--- config.mk ---
export PLATFORM = sky130hd
export DESIGN_NAME = pd_line_follower_adaptive_speed_flat
export DESIGN_NICKNAME = d
export VERILOG_FILES = /design/src/sv/pdlf_pkg.sv /design/src/sv/pdlf_if.sv /design/src/sv/pdlf_cfg_regs.sv /design/src/sv/pdlf_law.sv /design/src/sv/pd_line_follower_adaptive_speed.sv /design/src/flat_wrapper.sv
export SDC_FILE = /design/constraint.sdc
export NUM_CORES = 1
export LEC_CHECK = 0
export ABC_AREA = 1
export BUFFER_PORTS_ARGS = -buffer_cell sky130_fd_sc_hd__clkbuf_2
export CORE_UTILIZATION = 45
export DETAILED_ROUTE_END_ITERATION = 6
export HOLD_SLACK_MARGIN = 0.06
export SYNTH_ARGS = -nofsm -noshare
export SYNTH_HDL_FRONTEND = slang
export SYNTH_HIERARCHICAL = 1
export SYNTH_SLANG_ARGS = --single-unit
--- constraint.sdc ---
create_clock -name clk -period 14.85 [get_ports clk]
set_clock_uncertainty 0.15 [all_clocks]
set_input_delay 4.455 -clock clk [delete_from_list [all_inputs] [get_ports clk]]
set_output_delay 4.455 -clock clk [all_outputs]
set_load 0.02 [all_outputs]
--- src/sv/pdlf_pkg.sv ---
package pdlf_pkg;

    localparam int ReflW    = 7;
    localparam int LevelW   = 10;
    localparam int GainW    = 10;
    localparam int SpeedW   = 7;
    localparam int PowerW   = 8;
    localparam int ErrW     = 8;
    localparam int DiffW    = ErrW + 1;
    localparam int TurnW    = 20;
    localparam int SumW     = TurnW + 1;
    localparam int QuotW    = SumW - 8;
    localparam int CfgIdxW  = 4;
    localparam int CfgDataW = 10;

    localparam int PowerLimit = 100;

    // turn magnitude thresholds, Q8
    localparam logic [TurnW-1:0] TurnSharp  = TurnW'(25 * 256);
    localparam logic [TurnW-1:0] TurnMedium = TurnW'(15 * 256);
    localparam logic [TurnW-1:0] TurnGentle = TurnW'(8 * 256);

    typedef enum logic [CfgIdxW-1:0] {
        REG_PROP_GAIN   = 4'd0,
        REG_DERIV_GAIN  = 4'd1,
        REG_TARGET      = 4'd2,
        REG_BASE_SPEED  = 4'd3,
        REG_CURVE_SPEED = 4'd4,
        REG_BLUE_LEVEL  = 4'd5,
        REG_BLUE_MARGIN = 4'd6,
        REG_BLUE_ENABLE = 4'd7
    } cfg_reg_t;

    typedef struct packed {
        logic [GainW-1:0]  prop_gain_q8;
        logic [GainW-1:0]  deriv_gain_q8;
        logic [ReflW-1:0]  target_level;
        logic [SpeedW-1:0] base_speed;
        logic [SpeedW-1:0] curve_speed;
        logic [LevelW-1:0] blue_level;
        logic [LevelW-1:0] blue_margin;
        logic              blue_enable;
    } cfg_t;

    localparam cfg_t CfgReset = '{
        prop_gain_q8:  10'd205,
        deriv_gain_q8: 10'd51,
        target_level:  7'd25,
        base_speed:    7'd50,
        curve_speed:   7'd20,
        blue_level:    10'd120,
        blue_margin:   10'd50,
        blue_enable:   1'b1
    };

    typedef struct packed {
        logic [ReflW-1:0]  reflection;
        logic [LevelW-1:0] red_level;
        logic [LevelW-1:0] green_level;
        logic [LevelW-1:0] blue_level_in;
    } sample_t;

    typedef struct packed {
        logic signed [PowerW-1:0] left_power;
        logic signed [PowerW-1:0] right_power;
        logic                     blue_seen;
    } result_t;

    // floor(s * 70 / 100) = floor(7s / 10); 7s < 1024 so *205 >> 11 is exact
    function automatic logic [SpeedW-1:0] speed_70(input logic [SpeedW-1:0] s);
        logic [9:0]  x7;
        logic [17:0] p;
        x7 = 10'(s) * 10'd7;
        p  = 18'(x7) * 18'd205;
        return p[17:11];
    endfunction

    // floor(s * 50 / 100)
    function automatic logic [SpeedW-1:0] speed_50(input logic [SpeedW-1:0] s);
        return s >> 1;
    endfunction

    // Q8 to integer, truncated toward zero, then saturated
    function automatic logic signed [PowerW-1:0] to_power(input logic signed [SumW-1:0] v);
        logic signed [QuotW-1:0] q;
        logic signed [QuotW-1:0] q_max;
        logic signed [QuotW-1:0] q_min;
        q     = v[SumW-1:8];
        q_max = QuotW'(PowerLimit);
        q_min = -QuotW'(PowerLimit);
        if (v[SumW-1] && (v[7:0] != 8'd0))
        begin
            q = q + QuotW'(1);
        end
        if (q > q_max)
        begin
            return PowerW'(PowerLimit);
        end
        else if (q < q_min)
        begin
            return -PowerW'(PowerLimit);
        end
        return q[PowerW-1:0];
    endfunction

endpackage

--- src/sv/pdlf_if.sv ---
interface pdlf_sample_if;
    import pdlf_pkg::*;
    logic              valid;
    logic              ready;
    logic [ReflW-1:0]  reflection;
    logic [LevelW-1:0] red_level;
    logic [LevelW-1:0] green_level;
    logic [LevelW-1:0] blue_level_in;

    modport source (output valid, reflection, red_level, green_level, blue_level_in,
                    input ready);
    modport sink   (input valid, reflection, red_level, green_level, blue_level_in,
                    output ready);
endinterface

interface pdlf_result_if;
    import pdlf_pkg::*;
    logic                     valid;
    logic                     ready;
    logic signed [PowerW-1:0] left_power;
    logic signed [PowerW-1:0] right_power;
    logic                     blue_seen;

    modport source (output valid, left_power, right_power, blue_seen, input ready);
    modport sink   (input valid, left_power, right_power, blue_seen, output ready);
endinterface

interface pdlf_cfg_if;
    import pdlf_pkg::*;
    logic                valid;
    logic                ready;
    logic [CfgIdxW-1:0]  index;
    logic [CfgDataW-1:0] data;

    modport source (output valid, index, data, input ready);
    modport sink   (input valid, index, data, output ready);
endinterface

--- src/sv/pdlf_cfg_regs.sv ---
module pdlf_cfg_regs
    import pdlf_pkg::*;
(
    input  logic       clk,
    input  logic       rst_n,
    pdlf_cfg_if.sink   cfg,
    output cfg_t       regs
);

    cfg_t regs_reg;
    cfg_t regs_next;

    assign cfg.ready = 1'b1;
    assign regs      = regs_reg;

    always_comb
    begin
        regs_next = regs_reg;
        if (cfg.valid)
        begin
            unique case (cfg.index)
                REG_PROP_GAIN:   regs_next.prop_gain_q8  = cfg.data[GainW-1:0];
                REG_DERIV_GAIN:  regs_next.deriv_gain_q8 = cfg.data[GainW-1:0];
                REG_TARGET:      regs_next.target_level  = cfg.data[ReflW-1:0];
                REG_BASE_SPEED:  regs_next.base_speed    = cfg.data[SpeedW-1:0];
                REG_CURVE_SPEED: regs_next.curve_speed   = cfg.data[SpeedW-1:0];
                REG_BLUE_LEVEL:  regs_next.blue_level    = cfg.data[LevelW-1:0];
                REG_BLUE_MARGIN: regs_next.blue_margin   = cfg.data[LevelW-1:0];
                REG_BLUE_ENABLE: regs_next.blue_enable   = cfg.data[0];
                default:         regs_next = regs_reg; // unmapped index: ignored
            endcase
        end
    end

    always_ff @(posedge clk or negedge rst_n)
    begin
        if (!rst_n)
        begin
            regs_reg <= CfgReset;
        end
        else
        begin
            regs_reg <= regs_next;
        end
    end

endmodule

--- src/sv/pdlf_law.sv ---
module pdlf_law
    import pdlf_pkg::*;
(
    input  cfg_t                   cfg,
    input  sample_t                smp,
    input  logic signed [ErrW-1:0] last_error,
    output result_t                res,
    output logic signed [ErrW-1:0] err
);

    logic signed [DiffW-1:0]  diff;
    logic signed [TurnW-1:0]  p_term;
    logic signed [TurnW-1:0]  d_term;
    logic signed [TurnW-1:0]  turn;
    logic        [TurnW-1:0]  mag;
    logic        [SpeedW-1:0] speed;
    logic signed [SumW-1:0]   speed_q8;
    logic signed [SumW-1:0]   turn_ext;
    logic        [LevelW:0]   red_lim;
    logic        [LevelW:0]   green_lim;
    logic                     is_blue;

    // blue mark: detection on, blue above blue_level and dominant over red and green by more than the margin
    assign red_lim   = {1'b0, smp.red_level} + {1'b0, cfg.blue_margin};
    assign green_lim = {1'b0, smp.green_level} + {1'b0, cfg.blue_margin};
    assign is_blue   = cfg.blue_enable
                    && (smp.blue_level_in > cfg.blue_level)
                    && ({1'b0, smp.blue_level_in} > red_lim)
                    && ({1'b0, smp.blue_level_in} > green_lim);

    assign err  = $signed({1'b0, smp.reflection}) - $signed({1'b0, cfg.target_level});
    assign diff = $signed({err[ErrW-1], err}) - $signed({last_error[ErrW-1], last_error});

    assign p_term = TurnW'($signed({1'b0, cfg.prop_gain_q8})) * TurnW'(err);
    assign d_term = TurnW'($signed({1'b0, cfg.deriv_gain_q8})) * TurnW'(diff);
    assign turn   = p_term + d_term;
    assign mag    = turn[TurnW-1] ? TurnW'(-turn) : TurnW'(turn);

    always_comb
    begin
        priority if (mag > TurnSharp)
        begin
            speed = cfg.curve_speed;
        end
        else if (mag > TurnMedium)
        begin
            speed = speed_50(cfg.base_speed);
        end
        else if (mag > TurnGentle)
        begin
            speed = speed_70(cfg.base_speed);
        end
        else
        begin
            speed = cfg.base_speed;
        end
    end

    assign speed_q8 = $signed({{(SumW-SpeedW-8){1'b0}}, speed, 8'd0});
    assign turn_ext = $signed({turn[TurnW-1], turn});

    always_comb
    begin
        if (is_blue)
        begin
            res.left_power  = '0;
            res.right_power = '0;
            res.blue_seen   = 1'b1;
        end
        else
        begin
            res.left_power  = to_power(speed_q8 - turn_ext);
            res.right_power = to_power(speed_q8 + turn_ext);
            res.blue_seen   = 1'b0;
        end
    end

endmodule

--- src/sv/pd_line_follower_adaptive_speed.sv ---
// PD line follower with adaptive speed. Each item on "sample" is one sensor
// reading; each produces exactly one item on "result" holding left/right motor
// power (-100..100) and a blue flag. A sample classed as blue (detection on,
// blue above blue_level and above red and green by more than blue_margin)
// gives zero power, sets blue_seen and leaves the stored error alone. Any
// other sample forms e = reflection - target_level and a Q8 PD turn value;
// base speed drops to 70 %, 50 % or curve_speed as |turn| grows, and the
// powers are speed -/+ turn, truncated toward zero and saturated.
// Rate: one item per clock while results are taken. The accepting edge loads the
// input register; the result register loads from it once it frees, and result
// valid rises with that load. Throughput rests on the last_error loop, which
// closes through the law logic between the input register and the result
// register. The input stalls only while both registers are full and the
// result is not taken.
// Registers are written through "cfg" (always ready) and should only change
// while no item is in flight.
module pd_line_follower_adaptive_speed
    import pdlf_pkg::*;
(
    input  logic         clk,
    input  logic         rst_n,
    pdlf_sample_if.sink  sample,
    pdlf_result_if.source result,
    pdlf_cfg_if.sink     cfg
);

    cfg_t                   regs;

    // input stage
    logic                   s1_valid_reg;
    logic                   s1_valid_next;
    sample_t                s1_sample_reg;

    // result stage
    logic                   out_valid_reg;
    logic                   out_valid_next;
    result_t                out_result_reg;

    // PD state: error of the last non-blue sample
    logic signed [ErrW-1:0] last_error_reg;
    logic signed [ErrW-1:0] last_error_next;

    result_t                law_res;
    logic signed [ErrW-1:0] law_err;
    logic                   advance;
    logic                   in_fire;
    logic                   s1_fire;

    pdlf_cfg_regs u_cfg_regs (
        .clk   (clk),
        .rst_n (rst_n),
        .cfg   (cfg),
        .regs  (regs)
    );

    pdlf_law u_law (
        .cfg        (regs),
        .smp        (s1_sample_reg),
        .last_error (last_error_reg),
        .res        (law_res),
        .err        (law_err)
    );

    // result register frees when empty or being taken; input stage moves then
    assign advance      = !out_valid_reg || result.ready;
    assign sample.ready = !s1_valid_reg || advance;
    assign in_fire      = sample.valid && sample.ready;
    assign s1_fire      = s1_valid_reg && advance;

    always_comb
    begin
        s1_valid_next   = s1_valid_reg;
        out_valid_next  = out_valid_reg;
        last_error_next = last_error_reg;
        if (sample.ready)
        begin
            s1_valid_next = sample.valid;
        end
        if (advance)
        begin
            out_valid_next = s1_valid_reg;
        end
        // blue samples leave the error history untouched
        if (s1_fire && !law_res.blue_seen)
        begin
            last_error_next = law_err;
        end
    end

    always_ff @(posedge clk or negedge rst_n)
    begin
        if (!rst_n)
        begin
            s1_valid_reg   <= 1'b0;
            out_valid_reg  <= 1'b0;
            last_error_reg <= '0;
        end
        else
        begin
            s1_valid_reg   <= s1_valid_next;
            out_valid_reg  <= out_valid_next;
            last_error_reg <= last_error_next;
        end
    end

    // payload, no reset
    always_ff @(posedge clk)
    begin
        if (in_fire)
        begin
            s1_sample_reg.reflection    <= sample.reflection;
            s1_sample_reg.red_level     <= sample.red_level;
            s1_sample_reg.green_level   <= sample.green_level;
            s1_sample_reg.blue_level_in <= sample.blue_level_in;
        end
        if (s1_fire)
        begin
            out_result_reg <= law_res;
        end
    end

    assign result.valid       = out_valid_reg;
    assign result.left_power  = out_result_reg.left_power;
    assign result.right_power = out_result_reg.right_power;
    assign result.blue_seen   = out_result_reg.blue_seen;

    // blue result carries zero power
    a_blue_zero: assert property (@(posedge clk) disable iff (!rst_n)
        (out_valid_reg && out_result_reg.blue_seen) |->
            (out_result_reg.left_power == '0 && out_result_reg.right_power == '0))
        else $error("blue result with non-zero power");

    // powers stay inside the saturation limits
    a_power_range: assert property (@(posedge clk) disable iff (!rst_n)
        out_valid_reg |->
            (out_result_reg.left_power <= PowerW'(PowerLimit)
          && out_result_reg.left_power >= -PowerW'(PowerLimit)
          && out_result_reg.right_power <= PowerW'(PowerLimit)
          && out_result_reg.right_power >= -PowerW'(PowerLimit)))
        else $error("motor power out of range");

    // a blue item must not disturb the error history
    a_blue_keeps_error: assert property (@(posedge clk) disable iff (!rst_n)
        (s1_fire && law_res.blue_seen) |=> $stable(last_error_reg))
        else $error("last error changed on blue sample");

    // error history only moves when an item leaves the input stage
    a_error_moves_on_fire: assert property (@(posedge clk) disable iff (!rst_n)
        !s1_fire |=> $stable(last_error_reg))
        else $error("last error changed without an item");

    // input backpressure only when the input stage is full and stuck
    a_ready_cause: assert property (@(posedge clk) disable iff (!rst_n)
        !sample.ready |-> (s1_valid_reg && out_valid_reg && !result.ready))
        else $error("input stalled without cause");

endmodule

--- src/flat_wrapper.sv ---
// flat-port wrapper written by rule: the top's interface ports become plain ports
module pd_line_follower_adaptive_speed_flat import pdlf_pkg::*;
  (clk, rst_n, sample_valid, sample_reflection, sample_red_level, sample_green_level, sample_blue_level_in, sample_ready, result_valid, result_left_power, result_right_power, result_blue_seen, result_ready, cfg_valid, cfg_index, cfg_data, cfg_ready);
  pdlf_sample_if sample_i ();
  pdlf_result_if result_i ();
  pdlf_cfg_if cfg_i ();
  input  logic clk;
  input  logic rst_n;
  input wire logic [$bits(sample_i.valid)-1:0] sample_valid;
  input wire logic [$bits(sample_i.reflection)-1:0] sample_reflection;
  input wire logic [$bits(sample_i.red_level)-1:0] sample_red_level;
  input wire logic [$bits(sample_i.green_level)-1:0] sample_green_level;
  input wire logic [$bits(sample_i.blue_level_in)-1:0] sample_blue_level_in;
  output wire logic [$bits(sample_i.ready)-1:0] sample_ready;
  output wire logic [$bits(result_i.valid)-1:0] result_valid;
  output wire logic [$bits(result_i.left_power)-1:0] result_left_power;
  output wire logic [$bits(result_i.right_power)-1:0] result_right_power;
  output wire logic [$bits(result_i.blue_seen)-1:0] result_blue_seen;
  input wire logic [$bits(result_i.ready)-1:0] result_ready;
  input wire logic [$bits(cfg_i.valid)-1:0] cfg_valid;
  input wire logic [$bits(cfg_i.index)-1:0] cfg_index;
  input wire logic [$bits(cfg_i.data)-1:0] cfg_data;
  output wire logic [$bits(cfg_i.ready)-1:0] cfg_ready;
  assign sample_i.valid = sample_valid;
  assign sample_i.reflection = sample_reflection;
  assign sample_i.red_level = sample_red_level;
  assign sample_i.green_level = sample_green_level;
  assign sample_i.blue_level_in = sample_blue_level_in;
  assign sample_ready = sample_i.ready;
  assign result_valid = result_i.valid;
  assign result_left_power = result_i.left_power;
  assign result_right_power = result_i.right_power;
  assign result_blue_seen = result_i.blue_seen;
  assign result_i.ready = result_ready;
  assign cfg_i.valid = cfg_valid;
  assign cfg_i.index = cfg_index;
  assign cfg_i.data = cfg_data;
  assign cfg_ready = cfg_i.ready;
  pd_line_follower_adaptive_speed u_core (.clk(clk), .rst_n(rst_n), .sample(sample_i), .result(result_i), .cfg(cfg_i));
endmodule
-- Word level (Yosys, flattened, before mapping)
Cells that the tools add are included.
- register bits: 126
- input port bits: 56
- output and inout bits: 20
- logic and storage cells: 94
- add/subtract/negate cells: 10
- $mul: 4
- order comparisons: 10
- eq/ne operators: 7
- mux-type cells: 21
- reduce and logical (&&, ||, !) cells: 24
- operators by type and width (operator ; count):
    13-bit two-way mux ; 4
    8-bit two-way mux ; 6
    20-bit by 12-bit greater-than comparator with 1-bit output, second input constant ; 2
    13-bit by 2-bit adder with 13-bit output, second input constant ; 2
    13-bit by 8-bit greater-than comparator with 1-bit output, second input constant ; 2
    13-bit by 8-bit < comparator with 1-bit output, second input constant ; 2
    10-bit by 10-bit adder with 11-bit output ; 2
    10-bit by 11-bit greater-than comparator with 1-bit output ; 2
    16-bit by 20-bit adder with 21-bit output ; 1
    7-bit two-way mux ; 3
    16-bit by 20-bit subtractor with 21-bit output ; 1
    19-bit by 20-bit adder with 20-bit output ; 1
    20-bit by 13-bit greater-than comparator with 1-bit output, second input constant ; 1
    11-bit by 9-bit multiplier with 20-bit output ; 1
    20-bit two-way mux ; 1
    20-bit negator ; 1
    11-bit by 8-bit multiplier with 19-bit output ; 1
    10-bit by 8-bit multiplier with 18-bit output, second input constant ; 1
    4-bit by 3-bit equality test with 1-bit output, second input constant ; 4
    2-bit AND reduction ; 8
    8-bit nonzero test ; 2
    10-bit greater-than comparator ; 1
    7-bit by 3-bit multiplier with 10-bit output, second input constant ; 1
    8-bit by 8-bit subtractor with 9-bit output ; 1
    8 further kinds ; 25

-- Longest topological paths before layout
- depth after elaboration: 20
- gate-level depth with buffers: 76
- depth with buffers taken out: 76

-- Modules after synthesis
The synthesis kept the hierarchy.
- by module, submodules not included (module ; times used ; cells an instance ; area an instance (um^2) ; sequential area each (um^2)):
    pdlf_law ; 1 ; 1881 ; 12803.5 ; 0.0
    pdlf_cfg_regs ; 1 ; 299 ; 2665.1 ; 1582.8
    pd_line_follower_adaptive_speed ; 1 ; 100 ; 2070.7 ; 1871.8

-- Worst setup path before layout
No wires, ideal clock.
- path kind: register to register
- from: reg u_core.u_cfg_regs.regs_reg (netlist bit u_core/u_cfg_regs/regs[35])
- to: reg u_core.out_result_reg (netlist bit u_core/result.left_power[2]) (data pin)
- library setup time: 0.251 ns
- data arrival time: 11.052 ns
- required time: 14.449 ns
- slack: 3.397 ns
- cell stages (with the launch flop): 68
- buffers on the path: 2
- period minus slack after synthesis: 11.453 ns
- cell sequence: dfstp_2 > ha_1 > inv_1 > fa_1 > nand2_1 > inv_1 > nor2_1 > ha_1 > nand3_1 > and2_1 > or2_2 > nand2_1 > a21oi_1 > or2_2 > nand2_1 > a21oi_1 > or2_2 > nand2_1 > (+32 left out) > inv_1 > a21oi_1 > inv_1 > a211oi_1 > nand2_1 > nand2_1 > nand2_1 > nand2_2 > nand3_2 > buf_6 > o21ai_1 > nand3_1 > nor2_1 > nand3_1 > nand2_1 > nand3_1 > nand2_1 > inv_1
- cells in the longest elaborated chain, start to end: 19
- elaborated cells on any way between the ends: 26
- those cells by class: add/sub: 6; mul: 2; order compare: 5; mux: 11; reduce/logical: 2
- ends and longest elaborated chain (element ; RTL line ; source):
    start: declaration ; pdlf_cfg_regs.sv:10 ; cfg_t regs_reg;
    start signal: assignment ; pdlf_cfg_regs.sv:39 ; regs_reg <= CfgReset;
    start signal: assignment ; pdlf_cfg_regs.sv:43 ; regs_reg <= regs_next;
    7-bit by 7-bit subtractor with 8-bit output (*) ; pdlf_law.sv:31 ; assign err = $signed({1'b0, smp.reflection}) - $signed({1'b0, cfg.target_level});
    via u_core.law_err[2] ; pd_line_follower_adaptive_speed.sv:44 ; logic signed [ErrW-1:0] law_err;
    8-bit by 8-bit subtractor with 9-bit output ; pdlf_law.sv:32 ; assign diff = $signed({err[ErrW-1], err}) - $signed({last_error[ErrW-1], last_error});
    11-bit by 9-bit multiplier with 20-bit output ; pdlf_law.sv:35 ; assign d_term = TurnW'($signed({1'b0, cfg.deriv_gain_q8})) * TurnW'(diff);
    19-bit by 20-bit adder with 20-bit output (*) ; pdlf_law.sv:36 ; assign turn = p_term + d_term;
    20-bit negator ; pdlf_law.sv:37 ; assign mag = turn[TurnW-1] ? TurnW'(-turn) : TurnW'(turn);
    20-bit two-way mux ; pdlf_law.sv:37 ;
    20-bit by 12-bit greater-than comparator with 1-bit output ; pdlf_law.sv:49 ; else if (mag > TurnGentle)
    (+4 left out) ; -- ;
    13-bit by 2-bit adder with 13-bit output or 1-bit logical AND (tied branches) ; pdlf_pkg.sv:93, pdlf_pkg.sv:91 ;
    13-bit two-way mux (*) ; pdlf_pkg.sv:91 ; if (v[SumW-1] && (v[7:0] != 8'd0))
    13-bit two-way mux (*) ; pdlf_law.sv:64 ; if (is_blue)
    13-bit by 8-bit < comparator with 1-bit output ; pdlf_pkg.sv:99 ; else if (q < q_min)
    1-bit two-way mux ; pdlf_pkg.sv:99 ;
    1-bit two-way mux ; pdlf_pkg.sv:95 ; if (q > q_max)
    1-bit two-way mux ; pdlf_law.sv:64 ;
    8-bit two-way mux (*) ; pdlf_pkg.sv:103 ; return q[PowerW-1:0];
    end signal: assignment ; pd_line_follower_adaptive_speed.sv:118 ; out_result_reg <= law_res;
    end: declaration ; pd_line_follower_adaptive_speed.sv:37 ; result_t out_result_reg;
Mark *: on every way through the listed nets, which the timed path passes. The rest lies on a longest branch. The select of a mux whose other input is x is not followed.
A chain may end at the register's enable or synchronous reset.

-- Worst setup path in the final report
Same ends and word-level chain as after synthesis.

==> impl_metrics.env <==
export IMPL_status="complete, no violations"
export IMPL_syn_area_sq_mm=0.0175
export IMPL_place_ws_ns=1.56
export IMPL_core_area_sq_mm=0.0380
export IMPL_insertion_delay_ns=0.43
export IMPL_synth_warnings=6
export IMPL_cts_resized=0
export IMPL_die_x_um=199
export IMPL_row_count=71
export IMPL_dp_hpwl_um=37700
export IMPL_required_ns=14.89
export IMPL_path_clk_slew_ns=0.06
export IMPL_antenna_cells=0
export IMPL_crit_path_max_incr_delay_ns=0.57
export IMPL_clock_sinks=126
export IMPL_cts_tree="yes"
export IMPL_grt_max_degree=73
export IMPL_cts_buffer_depth=2
export IMPL_wl_per_cell_um=15.7
export IMPL_postSynthAreaPerCell_sq_um=7.69
export IMPL_htree_levels=4
export IMPL_cp_end_kind="flop"
export IMPL_drc=0
export IMPL_cts_hold_buf=0
export IMPL_final_max_slew_viol_count=0
export IMPL_io_buffer_count=74
export IMPL_fin_util=0.501
export IMPL_start_util=0.461
export IMPL_nets=2790
export IMPL_dieArea_sq_mm=0.0398
export IMPL_hold_path_class="flop to flop"
export IMPL_area_delta_synth_final_pct=8.62
export IMPL_max_freq_mhz=74.5
export IMPL_drive_gt1_frac=0.0981
export IMPL_grt_first_pass_wirelength_um=74300
export IMPL_hold_depth=2
export IMPL_finalSetupTns_ns=0
export IMPL_overflow=0
export IMPL_cp_max_fo=13
export IMPL_grt_pass1_vias=14600
export IMPL_seq_area_frac_synth=0.197
export IMPL_grtUsageTotal=0.240
export IMPL_synthDistinctLibCells=55
export IMPL_maxCapViolCount=0
export IMPL_ant_nets=0
export IMPL_root_buffer="clkbuf_16"
export IMPL_syn_nets=2718
export IMPL_finalHoldViolations=0
export IMPL_vias=14600
export IMPL_drt_iter0_markers=862
export IMPL_setup_ws_ns=1.43
export IMPL_drt_total_wl_um=45200
export IMPL_gp_congestion=0.939
export IMPL_fin_crit_ns=13.42
export IMPL_ff2ff_path_depth=69
export IMPL_rsz0062_at_grt="false"
export IMPL_fin_crit_sh=0.903
export IMPL_start_kind="flop"
export IMPL_viasPerCell=5.06
export IMPL_cts_made_buffers=17
export IMPL_synth_seq_cells=126
export IMPL_ios=76
export IMPL_relSlewSlack=0.307
export IMPL_worst_slew_pin_slew_ns=1.04
export IMPL_path_buf_inv=12
export IMPL_antenna_found_initial=0
export IMPL_cts_setup_buffers=0
export IMPL_path_depth=69
export IMPL_die_h_um=199
export IMPL_firstDrtPassIters=6
export IMPL_largest_reg_flops=62
export IMPL_crit_family="adder cells"
export IMPL_cpMaxStageDelayCell="fa_1"
export IMPL_cp_arrival_ns=13.45
export IMPL_finalSetupViolCount=0
export IMPL_syn_inst=2280
export IMPL_path_common_cell="nand2_1"
export IMPL_worstSetupPathType="flop to flop"
per-stage QoR:
stage | cells | hold slack [ns] | instance area (sq um)
2_1_floorplan | 2280 | 0.290 | 17500
3_3_place_gp | 2844 | 0.305 | 18400
3_5_place_dp | 2844 | 0.309 | 18400
4_1_cts | 2876 | 0.320 | 19100
5_1_grt | 2876 | 0.334 | 19100
6_report | 2876 | 0.315 | 19100
synth_stat cells (all sizes together):
cell	number	area [sq um]
a21boi	7	52.6
nand3	133	776
dfstp	25	657
o21ai	42	214
dfrtp	47	1180
nand3b	2	18.8
a211oi	4	30.0
buf	20	153
fa	165	3300
edfxtp	54	1620
and2	3	18.8
o21a	2	15.0
a22oi	1	7.51
nor4b	1	8.76
inv	472	1770
xor2	36	342
xnor2	20	175
conb	1	3.75
nor4	5	31.3
nor2	185	769
o21bai	20	150
clkinv	4	16.3
nand4	59	369
o221ai	2	17.5
a21oi	85	433
ha	217	2720
clkbuf	8	30.0
or2	10	62.6
nor3	13	86.3
o31ai	1	7.51
o211ai	2	15.0
a21o	2	15.0
nand2	627	2440
a221oi	1	8.76
a31oi	4	25.0
layout by cell type (no fill, tap or decap), types with 4 or more instances in the layout:
cell / netlist / routed
nand2_1: 599 / 599
inv_1: 461 / 461
ha_1: 217 / 217
fa_1: 165 / 165
nor2_1: 165 / 164
nand3_1: 117 / 117
a21oi_1: 83 / 82
clkbuf_2: 0 / 73
nand4_1: 59 / 59
edfxtp_1: 54 / 54
dfrtp_1: 47 / 47
xor2_1: 34 / 34
o21ai_0: 34 / 34
dfstp_2: 25 / 25
nand2_2: 24 / 24
o21bai_1: 20 / 20
xnor2_1: 20 / 20
clkbuf_16: 0 / 18
nor2_2: 15 / 16
nand3_2: 12 / 12
inv_2: 11 / 11
nor3_1: 10 / 10
or2_2: 9 / 9
buf_4: 6 / 7
o21ai_1: 7 / 7
a21boi_1: 6 / 6
nor2_4: 5 / 5
nor4_1: 5 / 5
clkinv_2: 1 / 4
nand3_4: 4 / 4
nand2_4: 4 / 4
a31oi_1: 4 / 4
a211oi_1: 4 / 4
worst register-to-register path: cells and delay by family, from the launching register on:
kind            cells  cell delay, ns
compound gates     10            2.00
fa+ha+maj          11            4.81
buf+inv            12            1.35
flops               1            0.53
simple gates       36            4.34
final cells by class:
cell class,count,area (sq um)
Clock inverter,9,128
Clock buffer,23,499
Sequential cell,126,3450
Inverter,476,1790
Multi-Input combinational cell,1650,12100
Tap cell,511,639
Timing Repair Buffer,81,423
Fill cell,3766,19000
final timing paths:
| check | start | end | slack (ns) |
|---|---|---|---|
| min in group asynchronous | rst_n | u_core/u_cfg_regs/regs[1]$_DFFE_PN0P_ | 4.07 |
| max reg2reg | u_core/u_cfg_regs/regs[35]$_DFFE_PN1P_ | u_core/result.left_power[2]$_DFFE_PP_ | 1.43 |
| min | u_core/u_cfg_regs/regs[35]$_DFFE_PN1P_ | u_core/u_cfg_regs/regs[35]$_DFFE_PN1P_ | 0.31 |
| max in group asynchronous | rst_n | u_core/u_cfg_regs/regs[10]$_DFFE_PN0P_ | 9.85 |
| max | u_core/u_cfg_regs/regs[35]$_DFFE_PN1P_ | u_core/result.left_power[2]$_DFFE_PP_ | 1.43 |
| min reg2reg | u_core/u_cfg_regs/regs[35]$_DFFE_PN1P_ | u_core/u_cfg_regs/regs[35]$_DFFE_PN1P_ | 0.31 |
cell families (layout without fill, tap and decap cells):
logic type / after synthesis / after routing / synth area share
compound gates: 173 / 173 / 0.0565
xor+xnor: 56 / 56 / 0.0295
fa+ha+maj: 382 / 382 / 0.343
buf+inv: 504 / 589 / 0.112
flops: 126 / 126 / 0.197
other cells: 1 / 1 / 0.000214
simple gates: 1038 / 1038 / 0.261
per-layer routing:
| layer | track usage | up-vias | part of all wire |
|---|---|---|---|
| met3 | 0.0375 | 39 | 0.054 |
| met1 | 0.328 | 6871 | 0.47 |
| li1 | - | 7273 | - |
| met2 | 0.393 | 383 | 0.46 |
| met4 | 0.0664 | 0 | 0.017 |
| met5 | 0 | - | 0 |
Power is left out: the tool's default activity adds up to more than one toggle a clock period on the data nets, which glitch-free logic cannot reach.
